===== src/hdl/lru_batch_evict_pair_cache_assert.svh =====
// Assertion macros for the LRU batch-evict pair cache.
// Included by the top level; needs nothing else.
`ifndef LRU_BATCH_EVICT_PAIR_CACHE_ASSERT_SVH
`define LRU_BATCH_EVICT_PAIR_CACHE_ASSERT_SVH

// Check a consequence in the same cycle as its antecedent.
`define LBE_ASSERT_SAME(label, clk, rst, ante, cons) \
   label: assert property (@(posedge clk) disable iff (rst) (ante) |-> (cons)) \
      else $error("lbe: same-cycle check failed");

// Check a consequence in the cycle after its antecedent.
`define LBE_ASSERT_NEXT(label, clk, rst, ante, cons) \
   label: assert property (@(posedge clk) disable iff (rst) (ante) |=> (cons)) \
      else $error("lbe: next-cycle check failed");

`endif


===== src/hdl/lbe_pkg.sv =====
// Shared types and constants for the LRU batch-evict pair cache.
// No dependencies; the interfaces, the top level, lbe_ctrl and lbe_datapath import it.
package lbe_pkg;

   localparam int unsigned CAPACITY_DEF    = 64;
   localparam int unsigned PRUNE_COUNT_DEF = 8;
   localparam int unsigned KEY_W           = 32;
   localparam int unsigned ID_W            = 32;
   localparam int unsigned STAMP_W         = 32;
   localparam int unsigned EVICT_W         = 7;

   // One stored slot, kept as one memory row
   typedef struct packed {
      logic               valid;
      logic [KEY_W-1:0]   bkey;
      logic [KEY_W-1:0]   skey;
      logic [ID_W-1:0]    entry_id;
      logic [STAMP_W-1:0] stamp;
   } row_type;

   typedef enum logic [2:0] {
      ST_CLEAR,
      ST_IDLE,
      ST_LOOKUP,
      ST_EVICT_SCAN,
      ST_EVICT_WRITE,
      ST_UPDATE
   } state_type;

   // Controller to datapath
   typedef struct packed {
      logic accept;
      logic scan_start;
      logic scan;
      logic evict_mode;
      logic evict_commit;
      logic clear;
      logic update;
   } cmd_type;

   // Datapath to controller
   typedef struct packed {
      logic clear_last;
      logic scan_done;
      logic found;
      logic full;
      logic evict_last;
      logic out_free;
   } sts_type;

endpackage


===== src/hdl/lbe_ctrl.sv =====
// Controller state machine of the pair cache: sequences clear, lookup,
// eviction passes and the final update. Depends on lbe_pkg.
module lbe_ctrl (
   input  logic             clock,
   input  logic             reset,
   input  logic             req_valid,
   output logic             req_ready,
   input  lbe_pkg::sts_type sts,
   output lbe_pkg::cmd_type cmd
);
   import lbe_pkg::*;

   state_type state_ff;
   state_type state_in;

   // Hold the state
   always_ff @(posedge clock) begin
      if (reset) begin
         state_ff <= ST_CLEAR;
      end else begin
         state_ff <= state_in;
      end
   end

   // Pick the next state and drive commands
   always_comb begin
      state_in  = state_ff;
      cmd       = '0;
      req_ready = 1'b0;
      case (state_ff)
         ST_CLEAR: begin
            cmd.clear = 1'b1;
            if (sts.clear_last) begin
               state_in = ST_IDLE;
            end
         end
         ST_IDLE: begin
            req_ready = 1'b1;
            if (req_valid) begin
               cmd.accept = 1'b1;
               state_in   = ST_LOOKUP;
            end
         end
         ST_LOOKUP: begin
            cmd.scan = 1'b1;
            if (sts.found) begin
               state_in = ST_UPDATE;
            end else if (sts.scan_done) begin
               if (sts.full) begin
                  cmd.scan_start = 1'b1;
                  state_in       = ST_EVICT_SCAN;
               end else begin
                  state_in = ST_UPDATE;
               end
            end
         end
         ST_EVICT_SCAN: begin
            cmd.scan       = 1'b1;
            cmd.evict_mode = 1'b1;
            if (sts.scan_done) begin
               state_in = ST_EVICT_WRITE;
            end
         end
         ST_EVICT_WRITE: begin
            cmd.evict_commit = 1'b1;
            if (sts.evict_last) begin
               state_in = ST_UPDATE;
            end else begin
               cmd.scan_start = 1'b1;
               state_in       = ST_EVICT_SCAN;
            end
         end
         ST_UPDATE: begin
            if (sts.out_free) begin
               cmd.update = 1'b1;
               state_in   = ST_IDLE;
            end
         end
         default: begin
            state_in = ST_CLEAR;
         end
      endcase
   end

endmodule


===== config.mk =====
export PLATFORM = sky130hd
export DESIGN_NAME = lbe_ctrl
export DESIGN_NICKNAME = d
export VERILOG_FILES = /design/src/hdl/lru_batch_evict_pair_cache_assert.svh /design/src/hdl/lbe_pkg.sv /design/src/hdl/lbe_ctrl.sv
export SDC_FILE = /design/constraint.sdc
export NUM_CORES = 1
export LEC_CHECK = 0
export BUFFER_PORTS_ARGS = -buffer_cell sky130_fd_sc_hd__buf_2
export CORE_AREA = 2 2 39 41
export CTS_CLUSTER_SIZE = 30
export DETAILED_ROUTE_END_ITERATION = 7
export DIE_AREA = 0 0 41 43
export GPL_TIMING_DRIVEN = 0
export PLACE_DENSITY = 0.54
export SLEW_MARGIN = 10
export SYNTH_ARGS = -nofsm -noshare
export SYNTH_HDL_FRONTEND = slang
export SYNTH_SLANG_ARGS = --single-unit

===== constraint.sdc =====
create_clock -name clock -period 1.5 [get_ports clock]
set_input_delay 0.075 -clock clock [delete_from_list [all_inputs] [get_ports clock]]
set_output_delay 0.075 -clock clock [all_outputs]
set_load 0.02 [all_outputs]

==> flow_summary.toml <==
[sta]
fin_setup_tns_ps = 0
period_needed_ps = 1430
clock_skew_ps = 4.31
rsz0062_at_grt = "false"
worst_slew_pin_slew_ps = 252
setup_viol = 0
timing.final.crit_share_pct = 95.1
max-slew-margin-rel_pct = 83.0
hold_ws_ps = 46.3
maxSlewViolCount = 0
final_hold_viol_count = 0
layout_setup_ws_ps = 73.2
fmax_mhz = 701

[floorplanning]
dieArea_mm2 = 0.00176
ios = 17
die_h_um = 43
core_mm2 = 0.00138
start_util_pct = 23.1
rows = 14
dieWidth_um = 41

[layout]
fin_nets = 71
top_register = "state_ff"
layout-drive-gt1-share_pct = 49.2
area_growth_pct = 41.0
top_regs = "state_ff: 3 flops"
n_antenna_cell = 0
largest_reg_flops = 3
fillers = 154

[routing]
drcViolationCount = 0
antenna_left = 0
wl_per_cell_um = 11.0
vias_per_cell = 4.94
routed_wl_um = 844
vias = 380
drt_iter0_markers = 11
first_pass_iters = 4

[clock_network]
clock_sinks = 3
cts_tree = "yes"
clk_latency_ps = 230
clkTransAtPathRegs_ps = 40
post_cts.repair.setup_buffers = 0
htreeDepth = 1
clk_path_buf_depth = 2
cts_inserted_buffers = 3
cts-root-buf = "clkbuf_4"

[yosys]
synth_top_area_cell = "dfxtp_1"
ys_top_cells_by_count = "5 x nor3_1, 4 x nor2_1, 3 x dfxtp_1"
synthesis.nets = 50
synth_top_family_by_area = "simple AND/OR/NAND/NOR gates"
yosysTopAreaCellShare_pct = 18.8
synth.most_common_cell = "nor3_1"
synthTopCellsByArea = "dfxtp_1 19%, nor3_1 7.8%, buf_6 7.0%"
synthCells = 41
synth_edf_count = 0
async_flop_share_pct = 0
synth.distinct_cells = 27
synth_xor_xnor_area_share_pct = 0
ys_ff_latch = 3
syn_area_per_cell_um2 = 7.81
synth_ff_type = "dfxtp_1"
synth-compound-area-share_pct = 25.0
ys_seq_area_share_pct = 18.8
yosys_warnings = 0
synth-simple-area-share_pct = 39.5
synthAdderAreaFrac_pct = 0
syn_area_um2 = 320
yosys-mux-area-fraction_pct = 3.13

[power_and_ir_drop]
pwr_density_cell_mw_per_mm2 = 2280
p_switching_mw = 0.522
p_seq_share_pct = 14.9
vdd_ir_drop_max_mv = 0.646
total_power_mw = 1.03
switching_share_pct = 50.6
leakage_nw = 0.215
internal-power_mw = 0.510
p_comb_share_pct = 71.6
pwr-share-clk_pct = 13.5

[placed_design]
io_buffer_count = 16
place_congestion = 0.752
pre_cts_slack_ps = 195
dp_hpwl_um = 632

[setup_path]
r2r_start = "state_ff[0]"
startpoint_type = "flip-flop"
end_kind = "output pin"
crit_path_start = "state_ff[2]"
arrival_ps = 1350
crit_required_ps = 1420
crit_type = "reg -> out"
path_max_fanout = 10

[global_route]
grt_pass1_vias = 311
grt_pass1_wl_mm = 1.26
grt.overflow.total = 0
grt_use_total_pct = 10.4
grt_max_degree = 11
antenna_found_initial = 0

[flow_run]
maxCapViolCount = 0

[run_status]
status = "completed"

[min_path]
min_from = "reset"
hold_class = "in -> reg"
layout by cell type (no fill, tap or decap):
cell type | netlist | layout
a211oi_1 | 2 | 2
a21o_1 | 1 | 1
a21oi_1 | 2 | 2
a311oi_2 | 1 | 1
a31oi_1 | 1 | 1
a31oi_2 | 1 | 1
and2_1 | 1 | 1
and3_2 | 1 | 1
and3b_1 | 1 | 1
buf_2 | 1 | 17
buf_6 | 2 | 2
clkbuf_1 | 0 | 1
clkbuf_4 | 0 | 3
dfxtp_1 | 3 | 3
inv_1 | 1 | 1
inv_2 | 1 | 1
inv_6 | 1 | 1
mux2i_1 | 1 | 1
nand2_1 | 2 | 2
nand2b_1 | 2 | 2
nand3_1 | 1 | 1
nor2_1 | 4 | 4
nor3_1 | 5 | 5
nor3_4 | 1 | 1
nor3b_2 | 0 | 1
nor4_1 | 1 | 1
nor4b_1 | 1 | 1
o21a_2 | 1 | 1
o21ai_0 | 1 | 1
metrics by stage:
stage                     cell area (um^2)  util, %  instances
after floorplan                        320        -         41
after global placement                 420     30.4         73
after detailed placement               420     30.4         73
after CTS                              447     32.3         77
after global routing                   452     32.6         77
final                                  452     32.6         77
final timing paths:
| path | endpoint | slack (ps) | cells after the start |
|---|---|---|---|
| max | cmd[5] | 70 | 6 |
| min | state_ff[2] | 50 | 2 |
| max reg2reg | state_ff[1] | 180 | 5 |
| min reg2reg | state_ff[2] | 770 | 4 |
final cells by class:
| cell class | instances | area, um^2 | share of cell area, % |
|---|---|---|---|
| inverter | 3 | 16.3 | 3.60 |
| clock buffer | 4 | 26.3 | 5.82 |
| tap | 16 | 20.0 | 4.43 |
| timing repair buffer | 16 | 80.1 | 17.7 |
| sequential | 3 | 60.1 | 13.3 |
| multi-input combinational | 32 | 221 | 49.0 |
| buffer | 3 | 27.5 | 6.09 |
power by group through the flow:
stage | Combinational (mW) | Sequential, mW | Clock [mW]
after floorplan | 0.564 | 0.146 | 0
after global placement | 0.731 | 0.153 | 0
after detailed placement | 0.728 | 0.152 | 0
after CTS | 0.732 | 0.152 | 0.143
after global routing | 0.808 | 0.160 | 0.150
final | 0.739 | 0.154 | 0.139
routing by layer:
layer	track usage [%]	up-vias	wire, um
met2	15.0	25	364
met1	14.1	164	401
li1	-	189	-
met5	0	-	0
met4	6.00	0	4
met3	1.57	2	74
critical path, cell delays in order (launching register included):
cell and delay (ps):
dfxtp_1 390, buf_6 170, inv_6 50, nor3_1 180, a31oi_1 60, nor2_1 100, buf_2 170
kinds of logic after synthesis:
kind of cell           Yosys count
AND/OR/NAND/NOR                 21
AO/OA/AOI/OAI                   10
flip-flops                       3
multiplexers                     1
buffers and inverters            6
timing repair:
action,CTS,global route
setup endpoints to repair,0,1
hold buffers,0,0
gates resized for setup,0,1
No activity file was read; power rests on OpenSTA's default activity.
